==> config.mk <==
export PLATFORM = sky130hd
export DESIGN_NAME = pur_classify
export DESIGN_NICKNAME = d
export VERILOG_FILES = /design/src/sv/assert_macros.svh /design/src/sv/pur_pkg.sv /design/src/sv/pur_classify.sv
export SDC_FILE = /design/constraint.sdc
export NUM_CORES = 1
export LEC_CHECK = 0
export BUFFER_PORTS_ARGS = -buffer_cell sky130_fd_sc_hd__buf_4
export CORE_MARGIN = 5
export CORE_UTILIZATION = 51
export DETAILED_ROUTE_END_ITERATION = 10
export PLACE_DENSITY = 0.82
export SLEW_MARGIN = 15
export SYNTH_ARGS = -nofsm -noshare
export SYNTH_HDL_FRONTEND = slang
export SYNTH_SLANG_ARGS = --single-unit
==> constraint.sdc <==
create_clock -name vclk -period 3.6
set_input_delay 0.18 -clock vclk [all_inputs]
set_output_delay 0.18 -clock vclk [all_outputs]
set_load 0.05 [all_outputs]
==> src/sv/assert_macros.svh <==
// Assertion macros shared by the classifier RTL.
// Each macro expects a clock i_clk and an active-low reset i_rst_n in scope.
`ifndef ASSERT_MACROS_SVH
`define ASSERT_MACROS_SVH

// Condition holds at every clock edge out of reset.
`define PUR_ASSERT(lbl, cond, msg) \
    lbl: assert property (@(posedge i_clk) disable iff (!i_rst_n) (cond)) else $error(msg);

// Antecedent implies consequent in the same cycle.
`define PUR_ASSERT_IMP(lbl, ante, cons, msg) \
    lbl: assert property (@(posedge i_clk) disable iff (!i_rst_n) (ante) |-> (cons)) \
        else $error(msg);

// Antecedent implies consequent in the next cycle.
`define PUR_ASSERT_NXT(lbl, ante, cons, msg) \
    lbl: assert property (@(posedge i_clk) disable iff (!i_rst_n) (ante) |=> (cons)) \
        else $error(msg);

`endif

==> src/sv/pur_pkg.sv <==
// Package for the prefetch usefulness classifier.
// Field widths, default sizes, opcode and class codes; no dependencies.
package pur_pkg;

    localparam int ENTRY_COUNT  = 256;
    localparam int CORE_COUNT   = 8;
    localparam int COUNTER_BITS = 16;

    localparam int OPCODE_BITS    = 2;
    localparam int INDEX_BITS     = 8;
    localparam int MASK_BITS      = 8;
    localparam int THRESH_BITS    = 16;
    localparam int CLASS_BITS     = 3;
    localparam int CNT_BITS       = $clog2(MASK_BITS + 1);
    localparam int CFG_INDEX_BITS = 1;
    localparam int CFG_DATA_BITS  = 16;

    localparam logic [CFG_INDEX_BITS-1:0] CFG_OWN_MASK  = 1'b0;
    localparam logic [CFG_INDEX_BITS-1:0] CFG_THRESHOLD = 1'b1;

    localparam logic [MASK_BITS-1:0]   OWN_MASK_RESET  = 8'd1;
    localparam logic [THRESH_BITS-1:0] THRESHOLD_RESET = 16'd2;

    typedef enum logic [OPCODE_BITS-1:0] {
        OP_CLEAR   = 2'd0,
        OP_USEFUL  = 2'd1,
        OP_HARMFUL = 2'd2,
        OP_QUERY   = 2'd3
    } t_opcode;

    typedef enum logic [CLASS_BITS-1:0] {
        CLS_CROSS_USEFUL   = 3'd0,
        CLS_SINGLE_USEFUL  = 3'd1,
        CLS_SELFISH        = 3'd2,
        CLS_SELFLESS       = 3'd3,
        CLS_USELESS        = 3'd4,
        CLS_SINGLE_HARMFUL = 3'd5,
        CLS_CROSS_HARMFUL  = 3'd6,
        CLS_NONE           = 3'd7
    } t_class;

    typedef struct packed {
        t_class class_code;
        logic   useful_flag;
    } t_result;

endpackage

==> src/sv/pur_classify.sv <==
// Class and usefulness flag from the four counters of one entry.
// Depends on pur_pkg for the class codes and the result struct.
module pur_classify #(
    parameter int COUNTER_BITS = pur_pkg::COUNTER_BITS
) (
    input  logic [4*COUNTER_BITS-1:0]       i_word,
    input  logic [pur_pkg::THRESH_BITS-1:0] i_threshold,
    output pur_pkg::t_result                o_result
);

    localparam int CB = COUNTER_BITS;
    localparam int DW = ((CB > pur_pkg::THRESH_BITS) ? CB : pur_pkg::THRESH_BITS) + 2;

    logic signed [DW-1:0] ou, oh, cu, ch, thr;
    logic signed [DW-1:0] d_own, d_cross;

    assign ou  = DW'(i_word[CB-1:0]);
    assign oh  = DW'(i_word[2*CB-1:CB]);
    assign cu  = DW'(i_word[3*CB-1:2*CB]);
    assign ch  = DW'(i_word[4*CB-1:3*CB]);
    assign thr = DW'(i_threshold);

    assign d_own   = ou - oh;
    assign d_cross = cu - ch;

    // First matching rule wins; zero on one side with harm on the other is no class.
    always_comb begin
        if (d_own >= 0 && d_cross > 0 && d_own < d_cross) begin
            o_result.class_code = pur_pkg::CLS_CROSS_USEFUL;
        end else if (d_own > 0 && d_cross >= 0) begin
            o_result.class_code = pur_pkg::CLS_SINGLE_USEFUL;
        end else if (d_own > 0 && d_cross < 0) begin
            o_result.class_code = pur_pkg::CLS_SELFISH;
        end else if (d_own < 0 && d_cross > 0) begin
            o_result.class_code = pur_pkg::CLS_SELFLESS;
        end else if (d_own == 0 && d_cross == 0) begin
            o_result.class_code = pur_pkg::CLS_USELESS;
        end else if (d_own < 0 && d_cross < 0 && d_own < d_cross) begin
            o_result.class_code = pur_pkg::CLS_SINGLE_HARMFUL;
        end else if (d_own < 0 && d_cross < 0) begin
            o_result.class_code = pur_pkg::CLS_CROSS_HARMFUL;
        end else begin
            o_result.class_code = pur_pkg::CLS_NONE;
        end
        o_result.useful_flag = (d_own > thr && d_cross >= 0) || (d_cross > thr && d_own >= 0);
    end

endmodule

==> impl_metrics.ini <==
[route]
drtIter0Drc = 194
avgRoutedWirePerCell_um = 14.4
viasPerCell = 5.63
dr.pass1.iters = 5
vias = 3793
wirelength_um = 9710
drtAntennaViolNets = 0
drc = 0

[layout]
nNetsFinal = 761
num-fill-cells = 399
layout_common_cells = buf_4, inv_1, ha_1
clkbuf_count = 0
final_layout_size_suffix_gt1_share_pct = 38.7
layout.cells.most_common = buf_4
stdcell_area_um2 = 4790
utilization_pct = 81.9
seqCellArea_um2 = 0
seq_cells = 0
n_antenna_cell = 0
area_growth_pct = 58.5

[placement]
placed_area_um2 = 4370
routabilityCongestion = 0.900
post-dp-hpwl_um = 7820
port_buffers = 84

[die]
die_x_um = 87.0
die_area_um2 = 7570
start_util_pct = 51.7
coreArea_um2 = 5850
fp.dieH_um = 87.0
fp-row-count = 28
ios = 84

[timing]
period_needed_ns = 3.95
period_share_pct = 110
hold_viol = 0
max_freq_ghz = 0.253
maxSlewViolCount = 0
maxSlewHeadroom_pct = 75.8
setup_viol = 4
tightest_slew_ns = 0.354
worst_slack_ns = -0.350
fin_setup_tns_ns = -0.796
rsz0062_at_grt = true
holdWs_ns = 1.10

[critical_path]
cp_cell_sequence = buf_6 > inv_2 > ha_4 > a211o_1 > or3_4 > o211ai_1 > o2111ai_2 > a211oi_2 > xnor2_1 > ha_1 > and4_1 > o211ai_1 > a21oi_1 > a41oi_1 > a31oi_1 > nor2_2 > o31a_1 > o221a_4 > buf_8
path_max_fanout = 3
start_kind = primary input
crit_slowest_cell = or3_4
arrival_ns = 3.77
worstSetupPathType = primary input to output pin
cp_common_cell = o211ai_1
worst_path_largest_cell_delay_ns = 0.33
crit_path_end_kind = output pin
required_ns = 3.42

[grt]
antenna_found_initial = 0
grt_pass1_wl_um = 15300
grt_max_degree = 8
grt_pass1_vias = 3699
grt_util_all_layers_pct = 23.9
grt_remaining_overflow = 0

[synth]
synth_nets = 587
synthCells = 427
ys_seq_area_share_pct = 0
syn_avg_cell_area_um2 = 7.08
yosysUniqueCellTypes = 58
yosysWarnings = 0
syn_area_um2 = 3020

[pwr]
netSwitchingPower_mw = 0.583
power_frac_comb_pct = 100.0
pwr-share-seq_pct = 0
p_int_mw = 0.591
ir_worst_vdd_mv = 0.192
clkPwrFrac_pct = 0
power_density_nw_per_um2 = 245
p_leak_nw = 2.47
finalPower_mw = 1.17
swShare_pct = 49.6

[outcome]
outcome = finished with violations
violations = negative setup slack

[run]
cap_violations = 0

[worst_hold_path]
min_path_type = primary input to output pin
-- worst paths after layout --
path / cells past startpoint / slack, ns / endpoint / start
min: 6 / 1.10 / o_result[0] / i_threshold[15]
max: 19 / -0.35 / o_result[1] / i_word[20]
-- cell families after synthesis --
group,count (synthesis),synth area share (%)
simple gates,118,21.3
xor+xnor,25,7.24
compound gates,121,27.1
buf+inv,81,10.1
fa+ha+maj,82,34.3
-- power by group through the flow --
| stage | registers (mW) | logic [mW] | clock network (mW) |
|---|---|---|---|
| after floorplan | 0 | 0.626 | 0 |
| after global placement | 0 | 0.991 | 0 |
| after detailed placement | 0 | 1.02 | 0 |
| after CTS | 0 | 1.09 | 0 |
| after global routing | 0 | 1.29 | 0 |
| final | 0 | 1.17 | 0 |
-- critical path: cells and delay by family --
| kind | cells | cell delay, ns |
|---|---|---|
| fa+ha+maj | 2 | 0.48 |
| compound gates | 10 | 2.05 |
| xor+xnor | 1 | 0.13 |
| simple gates | 3 | 0.63 |
| buf+inv | 3 | 0.30 |
-- cell usage after synthesis, types with 3 or more instances --
cell,number,area [um^2]
nor2b_1,10,62.6
a31oi_1,7,43.8
o211ai_1,6,45.0
o2111ai_1,7,61.3
or3_1,4,25.0
o21a_1,16,120
o21ai_0,19,95.1
or4_1,3,22.5
nor4_1,4,25.0
xnor2_1,19,166
nand2b_1,5,31.3
a21oi_1,32,160
nand4_1,9,56.3
xor2_1,6,52.6
nand2_1,19,71.3
and3_1,4,25.0
nor3_1,11,55.1
a21o_1,7,52.6
nand3_1,9,45.0
a211o_1,3,26.3
o31a_1,4,35.0
ha_1,78,976
inv_1,79,297
nor2_1,23,86.3
-- stage by stage --
stage               setup slack [ns]  std cells
floorplan                    -0.0223        427
global placement              -0.353        663
detailed placement            -0.477        663
CTS                           -0.311        671
global route                  -0.529        674
finish                        -0.350        674
-- metal layers --
metal  wire [um]  track usage [%]  vias to the layer above  part of all wire, %
met3         467            0.568                       27                  4.8
met2        5000             45.7                      127                   51
met1        4000             29.6                     1734                   41
li1            -                -                     1905                    -
met4         242             4.53                        0                  2.5
met5           0                0                        -                    0
-- timing repair --
item,4_1_cts,5_1_grt
setup buffers,8,3
cloned,0,0
hold endpoints to repair,0,0
hold buffers,0,0
gates resized for setup,36,40
pin swaps,33,35
setup endpoints to repair,4,4
-- final cells by class --
type | count | area (um^2) | share of cell area, %
Multi-Input combinational cell | 346 | 3040 | 63.4
Timing Repair Buffer | 174 | 1360 | 28.3
Inverter | 79 | 304 | 6.34
Tap cell | 75 | 93.8 | 1.96
No activity file was read; power rests on OpenSTA's default activity.
