--- src/sv/assert_macros.svh ---
// Assertion macros shared by the classifier RTL.
// Each macro expects a clock i_clk and an active-low reset i_rst_n in scope.
`ifndef ASSERT_MACROS_SVH
`define ASSERT_MACROS_SVH

// Condition holds at every clock edge out of reset.
`define PUR_ASSERT(lbl, cond, msg) \
    lbl: assert property (@(posedge i_clk) disable iff (!i_rst_n) (cond)) else $error(msg);

// Antecedent implies consequent in the same cycle.
`define PUR_ASSERT_IMP(lbl, ante, cons, msg) \
    lbl: assert property (@(posedge i_clk) disable iff (!i_rst_n) (ante) |-> (cons)) \
        else $error(msg);

// Antecedent implies consequent in the next cycle.
`define PUR_ASSERT_NXT(lbl, ante, cons, msg) \
    lbl: assert property (@(posedge i_clk) disable iff (!i_rst_n) (ante) |=> (cons)) \
        else $error(msg);

`endif

--- src/sv/pur_pkg.sv ---
// Package for the prefetch usefulness classifier.
// Field widths, default sizes, opcode and class codes; no dependencies.
package pur_pkg;

    localparam int ENTRY_COUNT  = 256;
    localparam int CORE_COUNT   = 8;
    localparam int COUNTER_BITS = 16;

    localparam int OPCODE_BITS    = 2;
    localparam int INDEX_BITS     = 8;
    localparam int MASK_BITS      = 8;
    localparam int THRESH_BITS    = 16;
    localparam int CLASS_BITS     = 3;
    localparam int CNT_BITS       = $clog2(MASK_BITS + 1);
    localparam int CFG_INDEX_BITS = 1;
    localparam int CFG_DATA_BITS  = 16;

    localparam logic [CFG_INDEX_BITS-1:0] CFG_OWN_MASK  = 1'b0;
    localparam logic [CFG_INDEX_BITS-1:0] CFG_THRESHOLD = 1'b1;

    localparam logic [MASK_BITS-1:0]   OWN_MASK_RESET  = 8'd1;
    localparam logic [THRESH_BITS-1:0] THRESHOLD_RESET = 16'd2;

    typedef enum logic [OPCODE_BITS-1:0] {
        OP_CLEAR   = 2'd0,
        OP_USEFUL  = 2'd1,
        OP_HARMFUL = 2'd2,
        OP_QUERY   = 2'd3
    } t_opcode;

    typedef enum logic [CLASS_BITS-1:0] {
        CLS_CROSS_USEFUL   = 3'd0,
        CLS_SINGLE_USEFUL  = 3'd1,
        CLS_SELFISH        = 3'd2,
        CLS_SELFLESS       = 3'd3,
        CLS_USELESS        = 3'd4,
        CLS_SINGLE_HARMFUL = 3'd5,
        CLS_CROSS_HARMFUL  = 3'd6,
        CLS_NONE           = 3'd7
    } t_class;

    typedef struct packed {
        t_class class_code;
        logic   useful_flag;
    } t_result;

endpackage

--- src/sv/pur_update.sv ---
// Counter update for one table entry: popcount split and saturating adds, or a clear to zero.
// Depends on pur_pkg for field widths and opcodes.
module pur_update #(
    parameter int COUNTER_BITS = pur_pkg::COUNTER_BITS,
    parameter int CORE_COUNT   = pur_pkg::CORE_COUNT
) (
    input  pur_pkg::t_opcode                 i_op,
    input  logic [pur_pkg::MASK_BITS-1:0]    i_req,
    input  logic [pur_pkg::MASK_BITS-1:0]    i_own_mask,
    input  logic [4*COUNTER_BITS-1:0]        i_word,
    output logic [4*COUNTER_BITS-1:0]        o_word,
    output logic                             o_write
);

    localparam int CB = COUNTER_BITS;
    localparam int CW = pur_pkg::CNT_BITS;

    logic [pur_pkg::MASK_BITS-1:0] core_valid;
    logic [pur_pkg::MASK_BITS-1:0] req;
    logic [CW-1:0]                 own_n;
    logic [CW-1:0]                 cross_n;
    logic [CB-1:0]                 ou, oh, cu, ch;

    function automatic logic [CB-1:0] sat_add(input logic [CB-1:0] a, input logic [CW-1:0] b);
        logic [CB:0] s;
        s = {1'b0, a} + (CB + 1)'(b);
        return s[CB] ? {CB{1'b1}} : s[CB-1:0];
    endfunction

    always_comb begin
        for (int j = 0; j < pur_pkg::MASK_BITS; j++) begin
            core_valid[j] = (j < CORE_COUNT);
        end
    end

    assign req     = i_req & core_valid;
    assign own_n   = CW'($countones(req & i_own_mask));
    assign cross_n = CW'($countones(req & ~i_own_mask));

    assign ou = i_word[CB-1:0];
    assign oh = i_word[2*CB-1:CB];
    assign cu = i_word[3*CB-1:2*CB];
    assign ch = i_word[4*CB-1:3*CB];

    always_comb begin
        o_word  = i_word;
        o_write = 1'b1;
        case (i_op)
            pur_pkg::OP_CLEAR:   o_word = '0;
            pur_pkg::OP_USEFUL:  o_word = {ch, sat_add(cu, cross_n), oh, sat_add(ou, own_n)};
            pur_pkg::OP_HARMFUL: o_word = {sat_add(ch, cross_n), cu, sat_add(oh, own_n), ou};
            default:             o_write = 1'b0;
        endcase
    end

endmodule

--- config.mk ---
export PLATFORM = sky130hd
export DESIGN_NAME = pur_update
export DESIGN_NICKNAME = d
export VERILOG_FILES = /design/src/sv/assert_macros.svh /design/src/sv/pur_pkg.sv /design/src/sv/pur_update.sv
export SDC_FILE = /design/constraint.sdc
export NUM_CORES = 1
export LEC_CHECK = 0
export ABC_AREA = 0
export BUFFER_PORTS_ARGS = -buffer_cell sky130_fd_sc_hd__buf_2
export CORE_UTILIZATION = 49
export DETAILED_ROUTE_END_ITERATION = 12
export PLACE_DENSITY_LB_ADDON = 0.15
export SETUP_SLACK_MARGIN = 0.1
export SLEW_MARGIN = 10
export SYNTH_ARGS = -nofsm -noshare
export SYNTH_HDL_FRONTEND = slang
export SYNTH_SLANG_ARGS = --single-unit
--- constraint.sdc ---
create_clock -name vclk -period 5.7
set_clock_uncertainty 0.15 [all_clocks]
set_input_delay 0.57 -clock vclk [all_inputs]
set_output_delay 0.57 -clock vclk [all_outputs]
set_load 0.05 [all_outputs]
==> flow_metrics.py, run 1 <==
metrics = {
    "status": {
        "run_status": "complete, no violations",
    },
    "routing": {
        "dr.pass1.iters": 5,
        "vias": 4436,
        "antenna_left": 0,
        "viasPerCell": 6.533,
        "wl_per_cell_um": 18.18,
        "drtIter0Drc": 271,
        "wl_um": 12350,
        "drc": 0,
    },
    "layout": {
        "seqCellArea_um2": 0,
        "nClkBuffers": 0,
        "n_fill_cell": 346,
        "area_growth_pct": 67.95,
        "seq_cell_count": 0,
        "drive_gt1_share_pct": 48.84,
        "diodes": 0,
        "final_nets": 723,
    },
    "floorplan": {
        "core_mm2": 0.005886,
        "rows": 28,
        "ios": 147,
        "die_w_um": 80.07,
        "die_area_mm2": 0.006411,
        "initial_core_util_pct": 50.74,
        "die_y_um": 80.07,
    },
    "sta": {
        "slew_headroom_pct": 35.79,
        "rsz0062_at_grt": "true",
        "layout_setup_ws_ns": 0.07313,
        "worst_pin_slew_ns": 0.9620,
        "holdWs_ns": 1.342,
        "setup_viol": 0,
        "slew_violations": 0,
        "fmax_mhz": 177.7,
        "min_period_ns": 5.627,
        "hold_viol": 0,
        "post-route-period-util_pct": 98.72,
    },
    "global_route": {
        "grt_util_all_layers_pct": 33.43,
        "grt_start_max_net_pins": 35,
        "grt_pass1_wl_um": 17420,
        "gr-total-overflow": 0,
        "grt_pass1_vias": 3829,
        "antenna_found_initial": 0,
    },
    "synth": {
        "syn_inst": 435,
        "yosys_warnings": 0,
        "netlist_area_mm2": 0.002987,
        "ys_top_cells_by_area": "ha_1, fa_1, a31oi_1, a21oi_1, o21ai_0",
        "synth_area_per_cell_um2": 6.866,
        "yosys.area.top_type_share_pct": 9.636,
        "synth-seq-area-share_pct": 0,
        "synth_top_area_cell": "ha_1",
        "netlist_top_cells_count": "inv_1, a21oi_1, nand2_1",
        "yosysMostFrequentCell": "inv_1",
        "ys_types": 70,
        "synth.net_count": 552,
    },
    "critical_path": {
        "crit_path_end": "o_word[14]",
        "worst-path-max-fanout": 11,
        "timing.setup.critical_path_class": "primary input to output port",
        "start_kind": "primary input",
        "crit_path_start": "i_req[3]",
        "crit_arrival_ns": 4.91,
        "cp.required_ns": 4.98,
        "endpoint_kind": "output port",
    },
    "flow_run": {
        "drv_cap": 0,
    },
    "power_and_ir_drop": {
        "powerDensity_mw_per_mm2": 171.4,
        "vdd_ir_drop_max_uv": 164.7,
        "p_total_mw": 0.8600,
        "p_leak_nw": 2.207,
    },
    "placement": {
        "port_buffers": 147,
        "place.gp.congestion": 0.9267,
        "dp_slack_ns": -0.1440,
        "dp_hpwl_um": 8729,
    },
    "hold_path": {
        "min_path_type": "primary input to output port",
    },
}
-- worst min-delay path by stage --
stage,cells past startpoint,slack [ns],start,endpoint
floorplan,1,1.09,i_word[29],o_word[29]
global placement,3,1.38,i_word[44],o_word[44]
detailed placement,3,1.39,i_word[44],o_word[44]
CTS,3,1.34,i_word[44],o_word[44]
global route,3,1.35,i_word[44],o_word[44]
finish,3,1.34,i_word[44],o_word[44]
-- routing by layer --
layer  track usage, %  up-vias  share of wire [%]
met5                0        -                  0
met4            9.643        0                2.9
met3            1.818       42                7.4
met2            61.11      245                 52
met1            41.98     2122                 38
li1                 -     2027                  -
-- layout by cell type (no fill, tap or decap), drive strengths merged, types with 18 or more instances in the layout --
cell,instances
a21oi,32
and3,20
nor2,27
nand2,32
a211oi,18
o21ai,28
a31oi,26
inv,34
buf,189
ha,23
-- cell families (layout without fill, tap and decap cells) --
group	after synthesis	count (layout)	share of synthesized area (%)
xor+xnor	9	9	2.639
compound gates	176	176	42.10
buf+inv	58	227	8.420
simple gates	157	157	29.16
fa+ha+maj	35	35	17.68
-- report_power, final --
| group | internal, mW | leakage, nW | switching, mW |
|---|---|---|---|
| clock | 0 | 0 | 0 |
| sequential | 0 | 0 | 0 |
| combinational | 0.338 | 2.21 | 0.522 |
| total | 0.338 | 2.21 | 0.522 |
-- metrics by stage --
stage / setup TNS, ns / area [µm²] / cells / utilization [%]
detailed placement: -2.616 / 4594 / 672 / 78.06
finish: 0 / 5016 / 679 / 85.23
floorplan: -0.4960 / 3598 / 435 / -
CTS: 0 / 4825 / 675 / 81.97
global route: -0.1609 / 5016 / 679 / 85.23
global placement: -0.2180 / 4594 / 672 / 78.06
-- cell type report --
type                       instances  area (µm²)  area share, %
inverter                          35       131.4          2.619
multi-input combinational        377        3483          69.44
tap                               75       93.84          1.871
timing repair buffer             192        1308          26.07
-- worst max-delay path, cell delays in order --
cell and delay (ns):
buf_6 0.09, and2_4 0.15, fa_1 0.53, inv_1 0.05, fa_1 0.45, fa_1 0.49, inv_1 0.04, ha_2 0.19
fa_1 0.51, inv_2 0.06, fa_2 0.36, nand3b_1 0.33, a21oi_4 0.30, buf_6 0.18, nand2_1 0.10, o311ai_4 0.30
buf_6 0.21
-- timing repair --
action | 4_1_cts | 5_1_grt
resized for setup | 61 | 61
buffers inserted | 3 | 4
setup endpoints to repair | 58 | 57
pin swaps | 20 | 14
hold buffers | 0 | 0
Power figures use the tool's default switching activity.
==> inputs of run 2 (changes only) <==
--- a/constraint.sdc
+++ b/constraint.sdc
@@ -4,2 +4,2 @@
 set_output_delay 0.57 -clock vclk [all_outputs]
-set_load 0.05 [all_outputs]
+set_load 0.005 [all_outputs]
==> run 2 against run 1 <==
Routed wire length decreased by 16%. Fmax increased by 2.2%. Critical path type unchanged. Clock-buffer cell count unchanged.
==> flow_metrics.py, run 2 (synthesis results as in run 1) <==
metrics = {
    "status": {
        "run_status": "complete, no violations",
    },
    "sta": {
        "slew_violations": 0,
        "hold_viol": 0,
        "worst_pin_slew_ns": 0.7201,
        "layout_setup_ws_ns": 0.1928,
        "post-route-period-util_pct": 96.62,
        "setup_viol": 0,
        "setup_tns_ns": 0,
        "min_period_ns": 5.507,
        "rsz0062_at_grt": "false",
        "slew_headroom_pct": 51.94,
        "fmax_mhz": 181.6,
    },
    "critical_path": {
        "start_kind": "primary input",
        "crit_arrival_ns": 4.79,
        "worst-path-max-fanout": 4,
        "endpoint_kind": "output port",
        "cp.required_ns": 4.98,
        "timing.setup.critical_path_class": "primary input to output port",
    },
    "global_route": {
        "grt_util_all_layers_pct": 29.41,
        "grtUsageMet3_pct": 2.727,
        "gr-total-overflow": 0,
        "grt_start_max_net_pins": 35,
        "met1_usage_pct": 42.27,
        "grtUsageMet2_pct": 47.61,
        "antenna_found_initial": 0,
        "grt_pass1_wl_um": 15440,
        "grt.busiest_layer": "met2",
        "grt_pass1_vias": 3384,
    },
    "routing": {
        "vias": 4200,
        "wl_um": 10420,
        "wl_per_cell_um": 15.78,
        "drc": 0,
        "viasPerCell": 6.364,
        "antenna_left": 0,
        "dr.pass1.iters": 5,
        "drtIter0Drc": 303,
    },
    "floorplan": {
        "core_mm2": 0.005886,
        "ios": 147,
        "initial_core_util_pct": 50.74,
        "die_w_um": 80.07,
        "rows": 28,
        "die_y_um": 80.07,
        "die_area_mm2": 0.006411,
    },
    "layout": {
        "diodes": 0,
        "seqCellArea_um2": 0,
        "seq_cell_count": 0,
        "final_cell_mix": "buf_2, inv_1, nand2_1",
        "nClkBuffers": 0,
        "mostFrequentLayoutCell": "buf_2",
        "drive_gt1_share_pct": 37.26,
        "final_core_util_pct": 68.84,
        "final_nets": 704,
        "area_growth_pct": 35.65,
    },
    "power_and_ir_drop": {
        "p_sw_share_pct": 53.39,
        "powerDensity_mw_per_mm2": 132.9,
        "p_sw_mw": 0.2874,
        "p_total_mw": 0.5383,
        "comb_power_share_pct": 100.0,
        "vdd_ir_drop_max_uv": 102.4,
        "p_clk_share_pct": 0,
        "pwr-share-seq_pct": 0,
        "p_leak_nw": 1.941,
        "p_int_mw": 0.2509,
    },
    "placement": {
        "port_buffers": 147,
        "dp_hpwl_um": 7847,
        "place.gp.congestion": 0.9500,
        "dp_slack_ns": -0.04967,
    },
    "flow_run": {
        "drv_cap": 0,
    },
    "clock_tree": {
        "postCtsHoldBufs": 0,
    },
    "hold_path": {
        "min_path_type": "primary input to output port",
    },
}
run 2: changes by cell type in the layout (fill, tap and decap cells not counted), sizes merged:
cell,before,now
clkbuf,3,0
buf,189,173
run 2: timing repair:
action | in CTS | in global routing
gates cloned | 0 | 1
buffers inserted | 3 | 5
setup endpoints to repair | 20 | 51
pin swaps | 5 | 18
resized for setup | 12 | 20
run 2: final cells by class:
class / instances / area (µm²)
inverter: 35 / 131.4
fill: 539 / 1834
timing repair buffer: 173 / 935.9
tap: 75 / 93.84
multi-input combinational: 377 / 2890
run 2: stage by stage:
step	instance area, µm²	hold slack, ns	instances
after floorplan	2987	1.046	435
after global placement	3826	1.277	651
after detailed placement	3826	1.284	651
after CTS	3916	1.287	654
after global routing	4051	1.308	660
final	4051	1.284	660
run 2: worst max-delay path, stage by stage:
cell	delay, ns
buf_2	0.10
and2_4	0.15
fa_1	0.54
inv_1	0.05
fa_1	0.45
fa_1	0.49
inv_1	0.06
ha_4	0.16
fa_2	0.57
inv_2	0.06
fa_2	0.33
nand3b_1	0.24
a21oi_2	0.22
nand3_1	0.20
a311oi_1	0.41
buf_2	0.19
run 2: path summary, 6_finish.rpt:
kind | startpoint | end | slack [ns] | depth (start not counted)
hold / removal | i_word[44] | o_word[44] | 1.28 | 3
setup / recovery | i_req[0] | o_word[8] | 0.19 | 16
run 2: metal layers:
layer | routed length, µm | part of all wire (%) | vias up
li1 | - | - | 1999
met1 | 4569 | 44 | 1949
met2 | 4766 | 46 | 234
met3 | 904 | 8.7 | 18
met4 | 174 | 1.7 | 0
met5 | 0 | 0 | -
run 2: power by group through the flow:
stage,Combinational [mW],Sequential [mW],Clock [mW]
2_1_floorplan,0.303,0,0
3_3_place_gp,0.468,0,0
3_5_place_dp,0.479,0,0
4_1_cts,0.499,0,0
5_1_grt,0.593,0,0
6_report,0.538,0,0
